`src/rtl/core/tga_pkg.sv`:
```
// shared types and constants of the tga truecolour stream decoder
package tga_pkg;

  typedef enum logic [1:0] {
    KIND_HEADER = 2'd0,
    KIND_PIXEL  = 2'd1,
    KIND_ERROR  = 2'd2
  } kind_t;

  localparam logic [2:0] ERR_NONE         = 3'd0;
  localparam logic [2:0] ERR_SHORT_HEADER = 3'd1;
  localparam logic [2:0] ERR_COMPRESSED   = 3'd2;
  localparam logic [2:0] ERR_COLOUR_MAP   = 3'd3;
  localparam logic [2:0] ERR_BAD_DEPTH    = 3'd4;
  localparam logic [2:0] ERR_SHORT_ID     = 3'd5;
  localparam logic [2:0] ERR_SHORT_PIXELS = 3'd6;

  typedef enum logic [3:0] {
    PH_HEADER = 4'b0001,
    PH_ID     = 4'b0010,
    PH_PIXELS = 4'b0100,
    PH_WAIT   = 4'b1000
  } phase_t;

  typedef enum logic [1:0] {
    OP_HEADER = 2'd0,
    OP_ERROR  = 2'd1,
    OP_COLOUR = 2'd2,
    OP_PIXEL  = 2'd3
  } op_t;

  localparam logic [4:0] HDR_ID_LEN  = 5'd0;
  localparam logic [4:0] HDR_CMAP    = 5'd1;
  localparam logic [4:0] HDR_TYPE    = 5'd2;
  localparam logic [4:0] HDR_W_LO    = 5'd12;
  localparam logic [4:0] HDR_W_HI    = 5'd13;
  localparam logic [4:0] HDR_H_LO    = 5'd14;
  localparam logic [4:0] HDR_H_HI    = 5'd15;
  localparam logic [4:0] HDR_DEPTH   = 5'd16;
  localparam logic [4:0] HDR_LAST    = 5'd17;

  localparam logic [7:0] TYPE_TRUECOLOUR = 8'd2;
  localparam logic [7:0] DEPTH_24        = 8'd24;
  localparam logic [7:0] DEPTH_32        = 8'd32;
  localparam logic [7:0] ALPHA_OPAQUE    = 8'hff;

  localparam logic [1:0] SLOT_RED   = 2'd2;
  localparam logic [1:0] SLOT_ALPHA = 2'd3;

  typedef struct packed {
    op_t         op;
    logic [7:0]  data;
    logic [1:0]  slot;
    logic        last;
    logic [2:0]  err;
    logic [15:0] width;
    logic [15:0] height;
    logic        depth32;
  } cmd_t;

endpackage

```
`src/rtl/core/tga_if.sv`:
```
// request channel interfaces for the byte input and the result output
interface tga_in_if;
  logic       valid;
  logic       ready;
  logic [7:0] data_byte;
  logic       end_of_stream;

  modport source (output valid, output data_byte, output end_of_stream, input ready);
  modport sink   (input valid, input data_byte, input end_of_stream, output ready);
endinterface

interface tga_out_if;
  logic        valid;
  logic        ready;
  logic [1:0]  kind;
  logic [7:0]  red;
  logic [7:0]  green;
  logic [7:0]  blue;
  logic [7:0]  alpha;
  logic [15:0] image_width;
  logic [15:0] image_height;
  logic        alpha_used;
  logic [2:0]  error_code;
  logic        last;

  modport source (output valid, output kind, output red, output green, output blue,
                  output alpha, output image_width, output image_height,
                  output alpha_used, output error_code, output last, input ready);
  modport sink   (input valid, input kind, input red, input green, input blue,
                  input alpha, input image_width, input image_height,
                  input alpha_used, input error_code, input last, output ready);
endinterface

```
`src/rtl/core/tga_front.sv`:
```
// front end: header parser and byte classifier, issues commands to the queue
module tga_front (
  input  logic          clk,
  input  logic          rst_n,
  tga_in_if.sink        in_chan,
  output logic          push,
  output tga_pkg::cmd_t cmd,
  input  logic          q_full
);

  tga_pkg::phase_t phase_r, phase_nxt;
  logic [4:0]  hcount_r, hcount_nxt;
  logic [7:0]  id_left_r, id_left_nxt;
  logic [7:0]  image_type_r, image_type_nxt;
  logic [7:0]  cmap_r, cmap_nxt;
  logic [15:0] width_r, width_nxt;
  logic [15:0] height_r, height_nxt;
  logic        depth32_r, depth32_nxt;
  logic        depth_ok_r, depth_ok_nxt;
  logic [15:0] col_r, col_nxt;
  logic [15:0] row_r, row_nxt;
  logic [1:0]  bip_r, bip_nxt;

  logic        accept;
  logic        do_header;
  logic        do_pixel;
  logic        empty_img;
  logic        col_wrap;
  logic        row_wrap;
  logic [7:0]  b;

  assign in_chan.ready = !q_full;
  assign accept = in_chan.valid && in_chan.ready;
  assign b = in_chan.data_byte;
  assign empty_img = (width_r == 16'd0) || (height_r == 16'd0);
  assign col_wrap = (col_r + 16'd1) == width_r;
  assign row_wrap = (row_r + 16'd1) == height_r;

  always_comb begin
    phase_nxt      = phase_r;
    hcount_nxt     = hcount_r;
    id_left_nxt    = id_left_r;
    image_type_nxt = image_type_r;
    cmap_nxt       = cmap_r;
    width_nxt      = width_r;
    height_nxt     = height_r;
    depth32_nxt    = depth32_r;
    depth_ok_nxt   = depth_ok_r;
    col_nxt        = col_r;
    row_nxt        = row_r;
    bip_nxt        = bip_r;
    do_header      = 1'b0;
    do_pixel       = 1'b0;
    push           = 1'b0;
    cmd            = '0;
    cmd.width      = width_r;
    cmd.height     = height_r;
    cmd.depth32    = depth32_r;

    if (accept && in_chan.end_of_stream) begin
      unique case (phase_r)
        tga_pkg::PH_HEADER: begin
          push    = 1'b1;
          cmd.op  = tga_pkg::OP_ERROR;
          cmd.err = tga_pkg::ERR_SHORT_HEADER;
        end
        tga_pkg::PH_ID: begin
          push    = 1'b1;
          cmd.op  = tga_pkg::OP_ERROR;
          cmd.err = tga_pkg::ERR_SHORT_ID;
        end
        tga_pkg::PH_PIXELS: begin
          push    = 1'b1;
          cmd.op  = tga_pkg::OP_ERROR;
          cmd.err = tga_pkg::ERR_SHORT_PIXELS;
        end
        default: ;
      endcase
      phase_nxt  = tga_pkg::PH_HEADER;
      hcount_nxt = '0;
      bip_nxt    = '0;
      col_nxt    = '0;
      row_nxt    = '0;
    end else if (accept) begin
      unique case (phase_r)
        tga_pkg::PH_HEADER: begin
          case (hcount_r)
            tga_pkg::HDR_ID_LEN: id_left_nxt    = b;
            tga_pkg::HDR_CMAP:   cmap_nxt       = b;
            tga_pkg::HDR_TYPE:   image_type_nxt = b;
            tga_pkg::HDR_W_LO:   width_nxt      = {width_r[15:8], b};
            tga_pkg::HDR_W_HI:   width_nxt      = {b, width_r[7:0]};
            tga_pkg::HDR_H_LO:   height_nxt     = {height_r[15:8], b};
            tga_pkg::HDR_H_HI:   height_nxt     = {b, height_r[7:0]};
            tga_pkg::HDR_DEPTH: begin
              depth32_nxt  = (b == tga_pkg::DEPTH_32);
              depth_ok_nxt = (b == tga_pkg::DEPTH_24) || (b == tga_pkg::DEPTH_32);
            end
            default: ;
          endcase
          if (hcount_r != tga_pkg::HDR_LAST) begin
            hcount_nxt = hcount_r + 5'd1;
          end else begin
            hcount_nxt = '0;
            if (image_type_r != tga_pkg::TYPE_TRUECOLOUR) begin
              phase_nxt = tga_pkg::PH_WAIT;
              push      = 1'b1;
              cmd.op    = tga_pkg::OP_ERROR;
              cmd.err   = tga_pkg::ERR_COMPRESSED;
            end else if (cmap_r != 8'd0) begin
              phase_nxt = tga_pkg::PH_WAIT;
              push      = 1'b1;
              cmd.op    = tga_pkg::OP_ERROR;
              cmd.err   = tga_pkg::ERR_COLOUR_MAP;
            end else if (!depth_ok_r) begin
              phase_nxt = tga_pkg::PH_WAIT;
              push      = 1'b1;
              cmd.op    = tga_pkg::OP_ERROR;
              cmd.err   = tga_pkg::ERR_BAD_DEPTH;
            end else if (id_left_r != 8'd0) begin
              phase_nxt = tga_pkg::PH_ID;
            end else begin
              do_header = 1'b1;
            end
          end
        end
        tga_pkg::PH_ID: begin
          id_left_nxt = id_left_r - 8'd1;
          if (id_left_r == 8'd1) begin
            do_header = 1'b1;
          end
        end
        tga_pkg::PH_PIXELS: begin
          if (bip_r == tga_pkg::SLOT_ALPHA) begin
            do_pixel = 1'b1;
          end else if (bip_r == tga_pkg::SLOT_RED && !depth32_r) begin
            do_pixel = 1'b1;
          end else begin
            push     = 1'b1;
            cmd.op   = tga_pkg::OP_COLOUR;
            cmd.data = b;
            cmd.slot = bip_r;
            bip_nxt  = bip_r + 2'd1;
          end
        end
        tga_pkg::PH_WAIT: ;
        default: ;
      endcase
    end

    if (do_header) begin
      push      = 1'b1;
      cmd.op    = tga_pkg::OP_HEADER;
      cmd.last  = empty_img;
      phase_nxt = empty_img ? tga_pkg::PH_WAIT : tga_pkg::PH_PIXELS;
    end

    if (do_pixel) begin
      push     = 1'b1;
      cmd.op   = tga_pkg::OP_PIXEL;
      cmd.data = b;
      cmd.slot = bip_r;
      bip_nxt  = '0;
      if (col_wrap) begin
        col_nxt = '0;
        if (row_wrap) begin
          cmd.last  = 1'b1;
          phase_nxt = tga_pkg::PH_WAIT;
        end else begin
          row_nxt = row_r + 16'd1;
        end
      end else begin
        col_nxt = col_r + 16'd1;
      end
    end
  end

  always_ff @(posedge clk) begin
    if (!rst_n) begin
      phase_r  <= tga_pkg::PH_HEADER;
      hcount_r <= '0;
      bip_r    <= '0;
      col_r    <= '0;
      row_r    <= '0;
    end else begin
      phase_r  <= phase_nxt;
      hcount_r <= hcount_nxt;
      bip_r    <= bip_nxt;
      col_r    <= col_nxt;
      row_r    <= row_nxt;
    end
  end

  always_ff @(posedge clk) begin
    id_left_r    <= id_left_nxt;
    image_type_r <= image_type_nxt;
    cmap_r       <= cmap_nxt;
    width_r      <= width_nxt;
    height_r     <= height_nxt;
    depth32_r    <= depth32_nxt;
    depth_ok_r   <= depth_ok_nxt;
  end

endmodule

```
`src/rtl/core/tga_cmd_fifo.sv`:
```
// command queue between the front end and the back end
module tga_cmd_fifo #(
  parameter int Depth = 4
) (
  input  logic                         clk,
  input  logic                         rst_n,
  input  logic                         push,
  input  tga_pkg::cmd_t                push_cmd,
  input  logic                         pop,
  output tga_pkg::cmd_t                head,
  output logic                         full,
  output logic                         empty,
  output logic [$clog2(Depth+1)-1:0]   level
);

  localparam int PtrW = $clog2(Depth);
  localparam int CntW = $clog2(Depth + 1);

  tga_pkg::cmd_t   mem_r [Depth];
  logic [PtrW-1:0] wr_ptr_r, wr_ptr_nxt;
  logic [PtrW-1:0] rd_ptr_r, rd_ptr_nxt;
  logic [CntW-1:0] count_r, count_nxt;

  assign full  = count_r == CntW'(Depth);
  assign empty = count_r == '0;
  assign level = count_r;
  assign head  = mem_r[rd_ptr_r];

  always_comb begin
    wr_ptr_nxt = wr_ptr_r;
    rd_ptr_nxt = rd_ptr_r;
    count_nxt  = count_r;
    if (push) begin
      wr_ptr_nxt = (wr_ptr_r == PtrW'(Depth - 1)) ? '0 : wr_ptr_r + PtrW'(1);
    end
    if (pop) begin
      rd_ptr_nxt = (rd_ptr_r == PtrW'(Depth - 1)) ? '0 : rd_ptr_r + PtrW'(1);
    end
    if (push && !pop) begin
      count_nxt = count_r + CntW'(1);
    end else if (pop && !push) begin
      count_nxt = count_r - CntW'(1);
    end
  end

  always_ff @(posedge clk) begin
    if (!rst_n) begin
      wr_ptr_r <= '0;
      rd_ptr_r <= '0;
      count_r  <= '0;
    end else begin
      wr_ptr_r <= wr_ptr_nxt;
      rd_ptr_r <= rd_ptr_nxt;
      count_r  <= count_nxt;
    end
  end

  always_ff @(posedge clk) begin
    if (push) begin
      mem_r[wr_ptr_r] <= push_cmd;
    end
  end

endmodule

```
`src/rtl/core/tga_back.sv`:
```
// back end: pixel assembly, opacity tracking and the result register
module tga_back (
  input  logic          clk,
  input  logic          rst_n,
  input  tga_pkg::cmd_t head,
  input  logic          q_empty,
  output logic          pop,
  tga_out_if.source     out_chan
);

  logic [7:0]  held_r [3];
  logic [7:0]  held_nxt [3];
  logic        opaque_r, opaque_nxt;
  logic        valid_r, valid_nxt;
  logic [1:0]  kind_r, kind_nxt;
  logic [7:0]  red_r, red_nxt;
  logic [7:0]  green_r, green_nxt;
  logic [7:0]  blue_r, blue_nxt;
  logic [7:0]  alpha_r, alpha_nxt;
  logic [15:0] width_r, width_nxt;
  logic [15:0] height_r, height_nxt;
  logic        used_r, used_nxt;
  logic [2:0]  err_r, err_nxt;
  logic        last_r, last_nxt;

  logic        emit;
  logic [7:0]  pix_red;
  logic [7:0]  pix_alpha;
  logic        pix_opaque;

  assign pop = !q_empty && (!valid_r || out_chan.ready);

  always_comb begin
    if (head.slot == tga_pkg::SLOT_RED) begin
      pix_red   = head.data;
      pix_alpha = tga_pkg::ALPHA_OPAQUE;
    end else begin
      pix_red   = held_r[2];
      pix_alpha = head.data;
    end
    pix_opaque = opaque_r && (pix_alpha == tga_pkg::ALPHA_OPAQUE);
  end

  always_comb begin
    held_nxt   = held_r;
    opaque_nxt = opaque_r;
    emit       = 1'b0;
    kind_nxt   = kind_r;
    red_nxt    = red_r;
    green_nxt  = green_r;
    blue_nxt   = blue_r;
    alpha_nxt  = alpha_r;
    width_nxt  = width_r;
    height_nxt = height_r;
    used_nxt   = used_r;
    err_nxt    = err_r;
    last_nxt   = last_r;

    if (pop) begin
      unique case (head.op)
        tga_pkg::OP_COLOUR: begin
          case (head.slot)
            2'd0:    held_nxt[0] = head.data;
            2'd1:    held_nxt[1] = head.data;
            2'd2:    held_nxt[2] = head.data;
            default: ;
          endcase
        end
        tga_pkg::OP_HEADER: begin
          emit       = 1'b1;
          opaque_nxt = 1'b1;
          kind_nxt   = tga_pkg::KIND_HEADER;
          red_nxt    = '0;
          green_nxt  = '0;
          blue_nxt   = '0;
          alpha_nxt  = '0;
          width_nxt  = head.width;
          height_nxt = head.height;
          used_nxt   = head.depth32;
          err_nxt    = tga_pkg::ERR_NONE;
          last_nxt   = head.last;
        end
        tga_pkg::OP_ERROR: begin
          emit       = 1'b1;
          kind_nxt   = tga_pkg::KIND_ERROR;
          red_nxt    = '0;
          green_nxt  = '0;
          blue_nxt   = '0;
          alpha_nxt  = '0;
          width_nxt  = '0;
          height_nxt = '0;
          used_nxt   = 1'b0;
          err_nxt    = head.err;
          last_nxt   = 1'b0;
        end
        tga_pkg::OP_PIXEL: begin
          emit       = 1'b1;
          opaque_nxt = pix_opaque;
          kind_nxt   = tga_pkg::KIND_PIXEL;
          red_nxt    = pix_red;
          green_nxt  = held_r[1];
          blue_nxt   = held_r[0];
          alpha_nxt  = pix_alpha;
          width_nxt  = head.width;
          height_nxt = head.height;
          used_nxt   = head.depth32 && !pix_opaque;
          err_nxt    = tga_pkg::ERR_NONE;
          last_nxt   = head.last;
        end
        default: ;
      endcase
    end

    valid_nxt = valid_r;
    if (out_chan.ready) begin
      valid_nxt = 1'b0;
    end
    if (emit) begin
      valid_nxt = 1'b1;
    end
  end

  always_ff @(posedge clk) begin
    if (!rst_n) begin
      valid_r  <= 1'b0;
      opaque_r <= 1'b1;
    end else begin
      valid_r  <= valid_nxt;
      opaque_r <= opaque_nxt;
    end
  end

  always_ff @(posedge clk) begin
    held_r   <= held_nxt;
    kind_r   <= kind_nxt;
    red_r    <= red_nxt;
    green_r  <= green_nxt;
    blue_r   <= blue_nxt;
    alpha_r  <= alpha_nxt;
    width_r  <= width_nxt;
    height_r <= height_nxt;
    used_r   <= used_nxt;
    err_r    <= err_nxt;
    last_r   <= last_nxt;
  end

  assign out_chan.valid        = valid_r;
  assign out_chan.kind         = kind_r;
  assign out_chan.red          = red_r;
  assign out_chan.green        = green_r;
  assign out_chan.blue         = blue_r;
  assign out_chan.alpha        = alpha_r;
  assign out_chan.image_width  = width_r;
  assign out_chan.image_height = height_r;
  assign out_chan.alpha_used   = used_r;
  assign out_chan.error_code   = err_r;
  assign out_chan.last         = last_r;

endmodule

```
`src/rtl/core/tga_truecolor_stream_decoder.sv`:
```
// top level of the uncompressed truecolour tga stream decoder
// Takes one file byte per request and sustains one byte per clock cycle while
// the queue is not full. The front end parses the 18-byte header, skips the
// ID field and sorts pixel bytes; every byte that yields a result, and every
// colour byte, goes as a command into a QueueDepth-entry queue. The back end
// drains one command per cycle, unless a held result is not taken, into a
// single result register; a result passes a queue entry, then that register.
// Input ready drops only while the queue is full, that is while the output
// side has stalled long enough to fill it; no clearing pass follows reset.
module tga_truecolor_stream_decoder #(
  parameter int QueueDepth = 4
) (
  input  logic       clk,
  input  logic       rst_n,
  tga_in_if.sink     in_chan,
  tga_out_if.source  out_chan
);

  localparam int LevelW = $clog2(QueueDepth + 1);

  tga_pkg::cmd_t     push_cmd;
  tga_pkg::cmd_t     head;
  logic              push;
  logic              pop;
  logic              q_full;
  logic              q_empty;
  logic [LevelW-1:0] q_level;

  tga_front u_front (
    .clk     (clk),
    .rst_n   (rst_n),
    .in_chan (in_chan),
    .push    (push),
    .cmd     (push_cmd),
    .q_full  (q_full)
  );

  tga_cmd_fifo #(
    .Depth (QueueDepth)
  ) u_fifo (
    .clk      (clk),
    .rst_n    (rst_n),
    .push     (push),
    .push_cmd (push_cmd),
    .pop      (pop),
    .head     (head),
    .full     (q_full),
    .empty    (q_empty),
    .level    (q_level)
  );

  tga_back u_back (
    .clk      (clk),
    .rst_n    (rst_n),
    .head     (head),
    .q_empty  (q_empty),
    .pop      (pop),
    .out_chan (out_chan)
  );

  a_level_bound: assert property (@(posedge clk) disable iff (!rst_n)
    q_level <= LevelW'(QueueDepth))
    else $error("command queue over capacity");

  a_pop_nonempty: assert property (@(posedge clk) disable iff (!rst_n)
    pop |-> q_level != '0)
    else $error("pop from empty command queue");

  a_error_result: assert property (@(posedge clk) disable iff (!rst_n)
    (out_chan.valid && out_chan.kind == tga_pkg::KIND_ERROR) |->
      (out_chan.error_code != tga_pkg::ERR_NONE && !out_chan.last && !out_chan.alpha_used))
    else $error("malformed error result");

  a_good_result: assert property (@(posedge clk) disable iff (!rst_n)
    (out_chan.valid && out_chan.kind != tga_pkg::KIND_ERROR) |->
      out_chan.error_code == tga_pkg::ERR_NONE)
    else $error("error code on a non-error result");

endmodule

```
`src/flat_wrapper.sv`:
```
// flat-port wrapper written by rule: the top's interface ports become plain ports
module tga_truecolor_stream_decoder_flat 
#(
  parameter int QueueDepth = 4
)
  (clk, rst_n, in_chan_valid, in_chan_data_byte, in_chan_end_of_stream, in_chan_ready, out_chan_valid, out_chan_kind, out_chan_red, out_chan_green, out_chan_blue, out_chan_alpha, out_chan_image_width, out_chan_image_height, out_chan_alpha_used, out_chan_error_code, out_chan_last, out_chan_ready);
  tga_in_if in_chan_i ();
  tga_out_if out_chan_i ();
  input  logic clk;
  input  logic rst_n;
  input wire logic [$bits(in_chan_i.valid)-1:0] in_chan_valid;
  input wire logic [$bits(in_chan_i.data_byte)-1:0] in_chan_data_byte;
  input wire logic [$bits(in_chan_i.end_of_stream)-1:0] in_chan_end_of_stream;
  output wire logic [$bits(in_chan_i.ready)-1:0] in_chan_ready;
  output wire logic [$bits(out_chan_i.valid)-1:0] out_chan_valid;
  output wire logic [$bits(out_chan_i.kind)-1:0] out_chan_kind;
  output wire logic [$bits(out_chan_i.red)-1:0] out_chan_red;
  output wire logic [$bits(out_chan_i.green)-1:0] out_chan_green;
  output wire logic [$bits(out_chan_i.blue)-1:0] out_chan_blue;
  output wire logic [$bits(out_chan_i.alpha)-1:0] out_chan_alpha;
  output wire logic [$bits(out_chan_i.image_width)-1:0] out_chan_image_width;
  output wire logic [$bits(out_chan_i.image_height)-1:0] out_chan_image_height;
  output wire logic [$bits(out_chan_i.alpha_used)-1:0] out_chan_alpha_used;
  output wire logic [$bits(out_chan_i.error_code)-1:0] out_chan_error_code;
  output wire logic [$bits(out_chan_i.last)-1:0] out_chan_last;
  input wire logic [$bits(out_chan_i.ready)-1:0] out_chan_ready;
  assign in_chan_i.valid = in_chan_valid;
  assign in_chan_i.data_byte = in_chan_data_byte;
  assign in_chan_i.end_of_stream = in_chan_end_of_stream;
  assign in_chan_ready = in_chan_i.ready;
  assign out_chan_valid = out_chan_i.valid;
  assign out_chan_kind = out_chan_i.kind;
  assign out_chan_red = out_chan_i.red;
  assign out_chan_green = out_chan_i.green;
  assign out_chan_blue = out_chan_i.blue;
  assign out_chan_alpha = out_chan_i.alpha;
  assign out_chan_image_width = out_chan_i.image_width;
  assign out_chan_image_height = out_chan_i.image_height;
  assign out_chan_alpha_used = out_chan_i.alpha_used;
  assign out_chan_error_code = out_chan_i.error_code;
  assign out_chan_last = out_chan_i.last;
  assign out_chan_i.ready = out_chan_ready;
  tga_truecolor_stream_decoder #(.QueueDepth(QueueDepth)) u_core (.clk(clk), .rst_n(rst_n), .in_chan(in_chan_i), .out_chan(out_chan_i));
endmodule
```
`config.mk`:
```
export PLATFORM = sky130hd
export DESIGN_NAME = tga_truecolor_stream_decoder_flat
export DESIGN_NICKNAME = d
export VERILOG_FILES = /design/src/rtl/core/tga_pkg.sv /design/src/rtl/core/tga_if.sv /design/src/rtl/core/tga_front.sv /design/src/rtl/core/tga_cmd_fifo.sv /design/src/rtl/core/tga_back.sv /design/src/rtl/core/tga_truecolor_stream_decoder.sv /design/src/flat_wrapper.sv
export SDC_FILE = /design/constraint.sdc
export NUM_CORES = 1
export LEC_CHECK = 0
export BUFFER_PORTS_ARGS = -buffer_cell sky130_fd_sc_hd__buf_2
export CORE_ASPECT_RATIO = 1.75
export CORE_MARGIN = 1
export CORE_UTILIZATION = 55
export DETAILED_ROUTE_END_ITERATION = 7
export PLACE_DENSITY = 0.73
export RECOVER_POWER = 100
export SETUP_SLACK_MARGIN = 0.15
export SYNTH_ARGS = -nofsm -noshare
export SYNTH_HDL_FRONTEND = slang
export SYNTH_SLANG_ARGS = --single-unit
```
`constraint.sdc`:
```
create_clock -name clk -period 7.9 [get_ports clk]
set_input_delay 1.185 -clock clk [delete_from_list [all_inputs] [get_ports clk]]
set_output_delay 1.185 -clock clk [all_outputs]
set_load 0.05 [all_outputs]
```
Yosys cells after proc, flatten, opt, wreduce, memory -nomap -nowiden:

Memories as Yosys holds them, arrays and structs flattened. A register that Yosys moved wholly into a read port is not among the register bits.
Cells that the tools add are included.

* flip-flop bits (word level): 205
* input port bits: 13
* memories kept: 1
* word-level logic and storage cells: 237
* RAM bits: 196

* multiplexer cells: 101
* bitwise operators: 8
* add/subtract/negate cells: 9
* equal/unequal tests: 29
* reductions and logical operators: 57

Memory list
* u_core.u_fifo.mem_r: depth 4, width 49, rd ports 1, clocked after Yosys merged registers in 1, wr ports 1, RTL line tga_cmd_fifo.sv:19 `tga_pkg::cmd_t mem_r [Depth];`

Operators by type and width (number)
* one-hot mux 16 bit (2 select lines): 4
* 2-to-1 mux 16 bit: 7
* one-hot mux 8 bit (2 select lines): 5
* 2-to-1 mux 4 bit: 13
* 2-to-1 mux 1 bit: 38
* 2-to-1 mux 12 bit: 3
* adder 16 x 1 -> 16 bit (second input constant): 2
* == test 16 bit: 2
* logical NOT 16 bit: 2
* 2-to-1 mux 3 bit: 9
* 2-to-1 mux 8 bit: 3
* == test 5 x 4 -> 1 bit (second input constant): 4
* 2-to-1 mux 10 bit: 2
* AND reduction 4 bit: 5
* AND reduction 5 bit: 4
* nonzero test 8 bit: 2
* == test 2 bit (second input constant): 7
* nonzero test 2 bit: 7
* 2-to-1 mux 13 bit: 1
* 2-to-1 mux 2 bit: 6
* AND reduction 2 bit: 6
* one-hot mux 3 bit (3 select lines): 1
* OR reduction 3 bit: 3
* == test 8 x 1 -> 1 bit (second input constant): 1
* 35 further kinds: 67

Logic depth before layout (Yosys ltp):

Gate-level depths: netlist of the first run.

* depth after elaboration: 15
* mapped depth: 13
* mapped depth without buffers: 13

Cells and area by module:

Synthesis of the first run repeated with hierarchy kept, for this count alone.

* cells, all modules: 1162
* area, all modules: 17290.3 um^2

Modules (own cells, without submodules)
* tga_cmd_fifo: instances 1, seq. area each 6065.8 um^2, cells an instance 300, area each 7549.7 um^2
* tga_front: instances 1, seq. area each 2602.5 um^2, cells an instance 653, area each 6039.5 um^2
* tga_back: instances 1, seq. area each 2892.8 um^2, cells an instance 209, area each 3701.0 um^2

Worst setup path after synthesis of the first run:

Ideal clock, no wire load.

* path kind: reg-to-reg
* start point: register (tool-made name)
* end point: register u_core.u_back.alpha_r[0], in the netlist u_core.u_back.out_chan.alpha[0] (enable)
* cell stages (with the launch flop): 8
* arrival time: 5531 ps
* data required time: 7398 ps
* period minus slack after synthesis: 6033 ps
* setup slack: 1867 ps
* cells stage by stage: dfxtp_1 clkbuf_1 buf_2 buf_1 buf_2 mux4_2 ha_1 nor2_1

RTL lines
* end signal, assigned: RTL line tga_back.sv:139 `alpha_r <= alpha_nxt;`
* end, declared: RTL line tga_back.sv:19 `logic [7:0] alpha_r, alpha_nxt;`

==> impl_results.md, run 1 <==
- Status: finished, violations left
- Failing checks: max-capacitance violations, max-slew violations
- Clk pin slew, worst setup/hold paths: 70 ps
- Number of port buffers: 85
- Clk root buf: clkbuf_16
- Drt wl/cell: 21.34 um
- Hold Path Class: flop to flop
- CP Data Required Time: 8040 ps
- Leak pwr: 6.228 nW
- Die Area: 32110 um^2
- Upper clock frequency limit: 190.4 MHz
- Drt drc: 0
- Synth top area share: 60.74%
- Cell taking the most area after synthesis: edfxtp_1
- ANT nets after route: 0
- CP endpoint kind: flop
- Unique masters post-synth: 78
- Fin crit period: 5252 ps
- Final period util: 66.48%
- Chip height: 236.3 um
- Area of the multi-input gates: 5344 um^2
- Wire length of the first global-routing pass: 54790 um
- Pre-antenna DRT Iters: 5
- FF+latch area: 11560 um^2
- H-Tree Depth: 2
- Sequential-to-total area share from yosys stat: 67.01%
- Main flop type after synthesis: edfxtp_1
- Setup ws final: 2648 ps
- Worst Path Max Fanout: 32
- Critical path arrival: 5390 ps
- Synthesized net count: 1196
- # setup viols final: 0
- R2R depth: 3
- Clock Latency Late Sink: 530 ps
- Number of synthesized register bits: 403
- MaxCap Viol Count: 5
- Total CTS buffers: 36
- Antenna cells: 0
- TNS Setup: 0 ps
- Cells after Synth: 1159
- Vias per cell: 6.086
- Layout area overhead: 10.90%
- Startpoint types: flop
- Worst VDD drop: 0.3347 mV
- CORE AREA: 30840 um^2
- Sink Count: 403
- Post-CTS Hold Fix Bufs: 0
- CTS tree: done
- Slew Viols, Final: 233
- Dominant cells by area after synthesis: edfxtp_1, mux4_2, dfxtp_1, and2_1, ha_1
- Critical path class: flop to flop
- EDFF count, synth: 349
- Unrepaired setup endpoints after global routing: no
- Asr flop ratio synth: 0%
- Die width: 135.9 um
- GRT Total Usage: 22.66%
- Warnings from Yosys: 0
- DRT iter0 DRCs: 833
- Post-CTS setup buffers: 0
- Row count: 85
- Largest net degree at the start of global routing: 73
- Pre-CTS setup slack: 3982 ps
- Via count: 10.10k
- Worst-margin pin slew: 3114 ps
- Number of global-route vias before repair: 10.13k
- CTS resizes: 0
- Max Clock Skew: 17.18 ps
- Final GP Congestion: 0.8976
- Initial core utilization: 55.94%
- Final hold vios: 0
- # IOs: 86
- Pwr Density: 330.2 nW/um^2
- Layout cells sized above 1: 11.19%
- NumNets Final: 1278
- Final wirelength: 35420 um
- Slew HR: -107.6%
- Cell Area, Synth: 17250 um^2
- Grt ovf: 0
- Fill count: 2311
- Post-DP HPWL: 23320 um
- Mean Syn Cell Area: 14.89 um^2
- Initial antenna violation count: 0
- Hold path depth: 2
- Bufs on Longest Clock Path: 3
## state kept, by name (all words and copies together), names as in the netlist, 4 cells and up, named ones only
| register | flops |
|---|---|
| u_core.u_fifo.mem_r | 196 |
| u_core.u_back.out_chan.image_height | 16 |
| u_core.u_front.id_left_r | 8 |
| u_core.u_back.out_chan.green | 8 |
| u_core.u_front.width_r | 16 |
| u_core.u_front.phase_r | 4 |
| u_core.u_front.row_r | 16 |
| u_core.u_front.height_r | 16 |
| u_core.u_front.hcount_r | 5 |
| u_core.u_back.out_chan.red | 8 |
| u_core.u_back.out_chan.image_width | 16 |
| u_core.u_back.out_chan.alpha | 8 |
| u_core.u_back.out_chan.blue | 8 |
| u_core.u_back.held_r | 24 |
| u_core.u_front.image_type_r | 8 |
| u_core.u_front.cmap_r | 8 |
| u_core.u_front.col_r | 16 |
## Yosys cell counts (3+ instances only)
| cell type | count |
|---|---|
| xor2_1 | 19 |
| xnor2_1 | 27 |
| mux4_2 | 49 |
| and4_1 | 11 |
| dfxtp_1 | 54 |
| edfxtp_1 | 349 |
| o21ai_0 | 23 |
| o211ai_1 | 3 |
| or4b_1 | 3 |
| a211oi_1 | 5 |
| nand2_1 | 57 |
| and2_1 | 90 |
| mux2i_1 | 8 |
| buf_4 | 4 |
| mux2_2 | 9 |
| nand4_1 | 13 |
| nor2_1 | 41 |
| o211a_1 | 4 |
| o21a_1 | 11 |
| nor3_1 | 22 |
| nor2b_1 | 14 |
| and3_1 | 24 |
| a2111oi_0 | 12 |
| a21oi_1 | 24 |
| nor4_1 | 20 |
| a21o_1 | 12 |
| inv_1 | 27 |
| o22ai_1 | 3 |
| or2_2 | 5 |
| buf_2 | 12 |
| o21ai_1 | 4 |
| ha_1 | 23 |
| clkbuf_1 | 34 |
| nor4b_1 | 6 |
| nor3b_1 | 4 |
| a31oi_1 | 24 |
| nand3_1 | 32 |
| nand3b_1 | 12 |
| buf_1 | 5 |
| or3_1 | 11 |
## power breakdown
part	switching [mW]	total, mW	internal (mW)	leakage, nW
registers	0.115	2.83	2.72	3.68
logic	1.26	1.68	0.418	1.96
clock network	0.752	1.80	1.05	0.587
## metal layers
metal,track usage (%),part of all wire (%),vias up
met2,40.85,53,297
met5,0,0,-
met1,25.99,38,5060
met3,2.772,4.2,95
met4,11.52,4.5,0
li1,-,-,4651
## logic make-up after synthesis
kind of cell               share of synthesized area [%]
DFF                                                67.01
and+or+nand+nor                                    12.98
AOI/OAI and AO/OA                                  6.128
buffers and inverters                              2.045
muxes                                              7.448
xor gates and xnor gates                           2.604
adders and majority gates                          1.784
## cells in the final DEF, fill, tap and decap left out, drive strengths merged, types with 11 or more instances in the layout
cell	n
a21oi	24
and4	11
ha	23
nand4	15
nand2	57
nor4	22
xor2	19
nand3	33
or3	11
mux4	49
a31oi	24
a21o	12
o21ai	27
o21a	12
xnor2	27
and2	90
clkbuf	136
nor2	41
nor3	22
inv	31
a2111oi	13
nand3b	12
dfxtp	54
nor2b	14
edfxtp	349
and3	24
## worst max-delay path, stage by stage, from the launching register on
cell and delay (ps):
dfxtp_1 1130, clkbuf_1 2050, mux4_2 730, nor3_1 940
## stage by stage
stage | util [%] | cells | hold slack (ps) | power (mW) | instance area, um^2
after floorplan | - | 1159 | 450.9 | 4.219 | 17250
after global placement | 58.52 | 1594 | 468.9 | 4.590 | 18050
after detailed placement | 58.52 | 1594 | 476.4 | 4.631 | 18050
after CTS | 62.52 | 1660 | 490.8 | 6.435 | 19280
after global routing | 62.04 | 1660 | 521.5 | 6.573 | 19130
final | 62.04 | 1660 | 502.6 | 6.318 | 19130
## final timing paths
check / from / to / slack [ps]
setup / recovery: flop / u_core.u_back.held_r[22] / 2650
hold / removal: u_core.u_fifo.rd_ptr_r[1] / flop / 500
setup reg to reg: flop / u_core.u_back.held_r[22] / 2650
hold reg to reg: u_core.u_fifo.rd_ptr_r[1] / flop / 500
## layout make-up
cell class                      count  share of cell area [%]
Sequential cell                   403                   60.43
Tap cell                          391                   2.557
Inverter                           28                  0.5493
Clock buffer                       45                   5.101
Clock inverter                     21                   1.347
Multi-Input combinational cell    672                   27.93
Timing Repair Buffer              100                   2.086
(Power assumes the default switching activity.)
==> inputs of run 2 (changes only) <==
--- a/config.mk
+++ b/config.mk
@@ -5,6 +5,7 @@
 export SDC_FILE = /design/constraint.sdc
 export NUM_CORES = 1
 export LEC_CHECK = 0
+export ABC_AREA = 1
 export BUFFER_PORTS_ARGS = -buffer_cell sky130_fd_sc_hd__buf_2
 export CORE_ASPECT_RATIO = 1.75
 export CORE_MARGIN = 1
==> constraint.sdc (replaced) <==
create_clock -name clk -period 5.5 [get_ports clk]
set_input_delay 0.825 -clock clk [delete_from_list [all_inputs] [get_ports clk]]
set_output_delay 0.825 -clock clk [all_outputs]
set_load 0.05 [all_outputs]
==> impl_results.md, run 2 <==
- Chip height: 237.9 um (+0.70%)
- Number of port buffers: 85 (unchanged)
- Number of flip-flops in the largest register: 196 (unchanged)
- GRT Total Usage: 25.10% (+2.4 points)
- Critical path arrival: 4620 ps (-770 ps)
- CTS tree: done
- Met2 usage: 45.41% (+4.6 points)
- Top flop regs: u_core.u_fifo.mem_r: 196 flops, u_core.u_back.held_r: 24 flops
- Largest register by flop count: u_core.u_fifo.mem_r
- Row count: 86 (+1.2%)
- Synth cell count leaders: edfxtp_1, nand2_1, nor2_1
- MaxCap Viol Count: 1 (-4)
- Vias per cell: 5.534 (-9.1%)
- CP endpoint kind: flop
- CTS resizes: 0 (unchanged)
- Post-CTS Hold Fix Bufs: 0 (unchanged)
- Grt ovf: 0 (unchanged)
- Main flop type after synthesis: edfxtp_1
- Final wirelength: 39540 um (+12%)
- Startpoint types: flop
- Die Area: 32560 um^2 (+1.4%)
- Pwr Density: 504.2 nW/um^2 (+53%)
- Setup ws final: 1044 ps (-1604 ps)
- GR peak layer: met2
- Antenna cells: 0 (unchanged)
- H-Tree Depth: 2 (unchanged)
- ANT nets after route: 0 (unchanged)
- Pre-antenna DRT Iters: 7 (+2)
- Post-CTS setup buffers: 0 (unchanged)
- Layout area overhead: 10.71%
- Unique masters post-synth: 42 (-46%)
- Fin crit period: 4456 ps (-795.5 ps)
- Logic pwr share: 31.1% (+4.5 points)
- Clk network pwr share: 26.4% (-2.2 points)
- # IOs: 86 (unchanged)
- Via count: 12.37k (+22%)
- Drt wl/cell: 17.69 um (-17%)
- GR met3 Demand/Resource: 3.102% (+0.33 points)
- Layout cells sized above 1: 4.187% (-7.0 points)
- Sequential-to-total area share from yosys stat: 66.08% (-0.93 points)
- Bufs on Longest Clock Path: 3 (unchanged)
- Sink Count: 403 (unchanged)
- Unrepaired setup endpoints after global routing: no
- P_sw: 3.706 mW (+74%)
- Critical Path End: u_core.u_back.out_chan.image_width[10]
- Wire length of the first global-routing pass: 61530 um (+12%)
- Die width: 136.8 um (+0.69%)
- NumNets Final: 1849 (+45%)
- Clk pin slew, worst setup/hold paths: 70 ps (about the same)
- Cell taking the most area after synthesis: edfxtp_1
- Final period util: 81.02% (+15 points)
- Status: finished, violations left
- Grt met1 use: 27.96% (+2.0 points)
- Synthesized net count: 1761 (+47%)
- Final GP Congestion: 0.9383 (+4.5%)
- Slew Viols, Final: 18 (-92%)
- DRT iter0 DRCs: 922 (+11%)
- Cell Int Power: 6.062 mW (+45%)
- R2R depth: 7 (+4)
- EDFF count, synth: 349 (unchanged)
- CORE AREA: 31420 um^2 (+1.9%)
- TNS Setup: 0 ps (unchanged)
- Commonest non-fill, non-tap cell in the layout: edfxtp_1
- Clk root buf: clkbuf_16
- Warnings from Yosys: 0 (unchanged)
- Worst VDD drop: 0.5748 mV (+72%)
- Placed Instances: 2171 (+36%)
- Worst-margin pin slew: 1580 ps (-1535 ps)
- Pre-CTS setup slack: 1543 ps (-2438 ps)
- Power Total: 9.768 mW (+55%)
- Most frequent cell after synthesis: edfxtp_1
- Clock Latency Late Sink: 540 ps (about the same)
- Cell Area, Synth: 17500 um^2 (+1.4%)
- Critical path class: flop to flop
- Flop pwr share: 42.6% (-2.3 points)
- Worst R2R End: u_core.u_back.out_chan.image_width[10]
- Upper clock frequency limit: 224.4 MHz (+18%)
- Slew HR: -5.691% (+100 points)
- Worst Path Max Fanout: 56 (+75%)
- Flop-to-flop setup slack: 1040 ps (-1600 ps)
- Asr flop ratio synth: 0% (unchanged)
- CP Data Required Time: 5660 ps (-2380 ps)
- Cells after Synth: 1724 (+49%)
- Hold Path Class: flop to flop
- Mean Syn Cell Area: 10.15 um^2 (-32%)
- Max Clock Skew: 19.54 ps (+2.364 ps)
- Initial antenna violation count: 0 (unchanged)
- Largest net degree at the start of global routing: 100 (+37%)
- Commonest cells after routing, fill and taps aside: edfxtp_1, nand2_1, nor2_1
- Total CTS buffers: 35 (-2.8%)
- Number of synthesized register bits: 403 (unchanged)
- Dominant cells by area after synthesis: edfxtp_1, nand2_1, nor2_1, dfxtp_1, inv_1
- Initial core utilization: 55.69% (-0.25 points)
- Failing checks: max-capacitance violations, max-slew violations
- Finished Layout Cells: 2235 (+35%)
- Synth top area share: 59.90% (-0.85 points)
- # setup viols final: 0 (unchanged)
- Leak pwr: 7.504 nW (+20%)
- Post-DP HPWL: 27150 um (+16%)
- Drt drc: 0 (unchanged)
- Final hold vios: 0 (unchanged)
- Switching share of power: 37.94% (+4.3 points)
- Number of global-route vias before repair: 11.98k (+18%)
==> run 2: cell count changes after synthesis, sizes merged, moves of 15 or more <==
cell and delta:
mux4 -49, inv +158, and2 -88, nand2 +286, nor2 +302, o21ai +90
nand3 +52, a21oi +46, a31oi -21, and3 -24, xnor2 -22, nor4 -15
==> run 2: metrics by stage <==
| stage | cell area [um^2] | hold slack (ps) | util (%) |
|---|---|---|---|
| 6_report | 19370 | 491.9 | 61.65 |
| 5_1_grt | 19370 | 523.2 | 61.65 |
| 4_1_cts | 19580 | 487.1 | 62.32 |
| 3_5_place_dp | 18380 | 468.2 | 58.49 |
| 3_3_place_gp | 18380 | 453.6 | 58.49 |
| 2_1_floorplan | 17500 | 433.8 | - |
==> run 2: layout make-up <==
cell class / instances / area [um^2]
clock inverter: 20 / 254.0
clock buffer: 44 / 950.9
tap: 396 / 495.5
multi-input combinational: 1081 / 4986
sequential: 403 / 11560
timing repair buffer: 102 / 414.1
inverter: 189 / 709.4
fill: 2510 / 12050
==> run 2: kinds of logic after synthesis <==
family	synth area share (%)
AO/OA/AOI/OAI	6.836
XOR/XNOR	0.6293
adder cells (fa/ha/maj)	1.759
buffers and inverters	5.242
flip-flops	66.08
AND/OR/NAND/NOR	19.46
==> run 2: layer usage <==
layer	routed length, um	vias to the layer above
met3	2003	131
li1	-	5976
met5	0	-
met4	2160	0
met1	14420	5809
met2	20960	452
==> run 2: worst max-delay path, cell delays in order (launching register included) <==
cell and delay, ps:
dfxtp_1 310, buf_4 420, inv_1 540, a32oi_1 520
inv_1 100, ha_1 220, nor2_1 1180, buf_4 750
==> run 2: worst min-delay path by stage <==
stage	start	end	slack [ps]	depth (start not counted)
final	u_core.u_back.opaque_r	u_core.u_back.opaque_r	490	2
after CTS	u_core.u_back.opaque_r	u_core.u_back.opaque_r	490	2
after global placement	u_core.u_back.opaque_r	u_core.u_back.opaque_r	450	2
after detailed placement	u_core.u_back.opaque_r	u_core.u_back.opaque_r	470	2
after floorplan	u_core.u_back.opaque_r	u_core.u_back.opaque_r	430	2
after global routing	u_core.u_back.held_r[13]	u_core.u_back.out_chan.green[5]	520	2
==> run 2: power by group through the flow <==
stage / Clock (mW) / Combinational [mW] / Sequential, mW
final: 2.58 / 3.03 / 4.16
after global routing: 2.72 / 3.31 / 4.21
after floorplan: 0 / 1.35 / 5.19
after detailed placement: 0 / 3.13 / 4.22
after CTS: 2.61 / 3.15 / 4.15
after global placement: 0 / 3.05 / 4.20
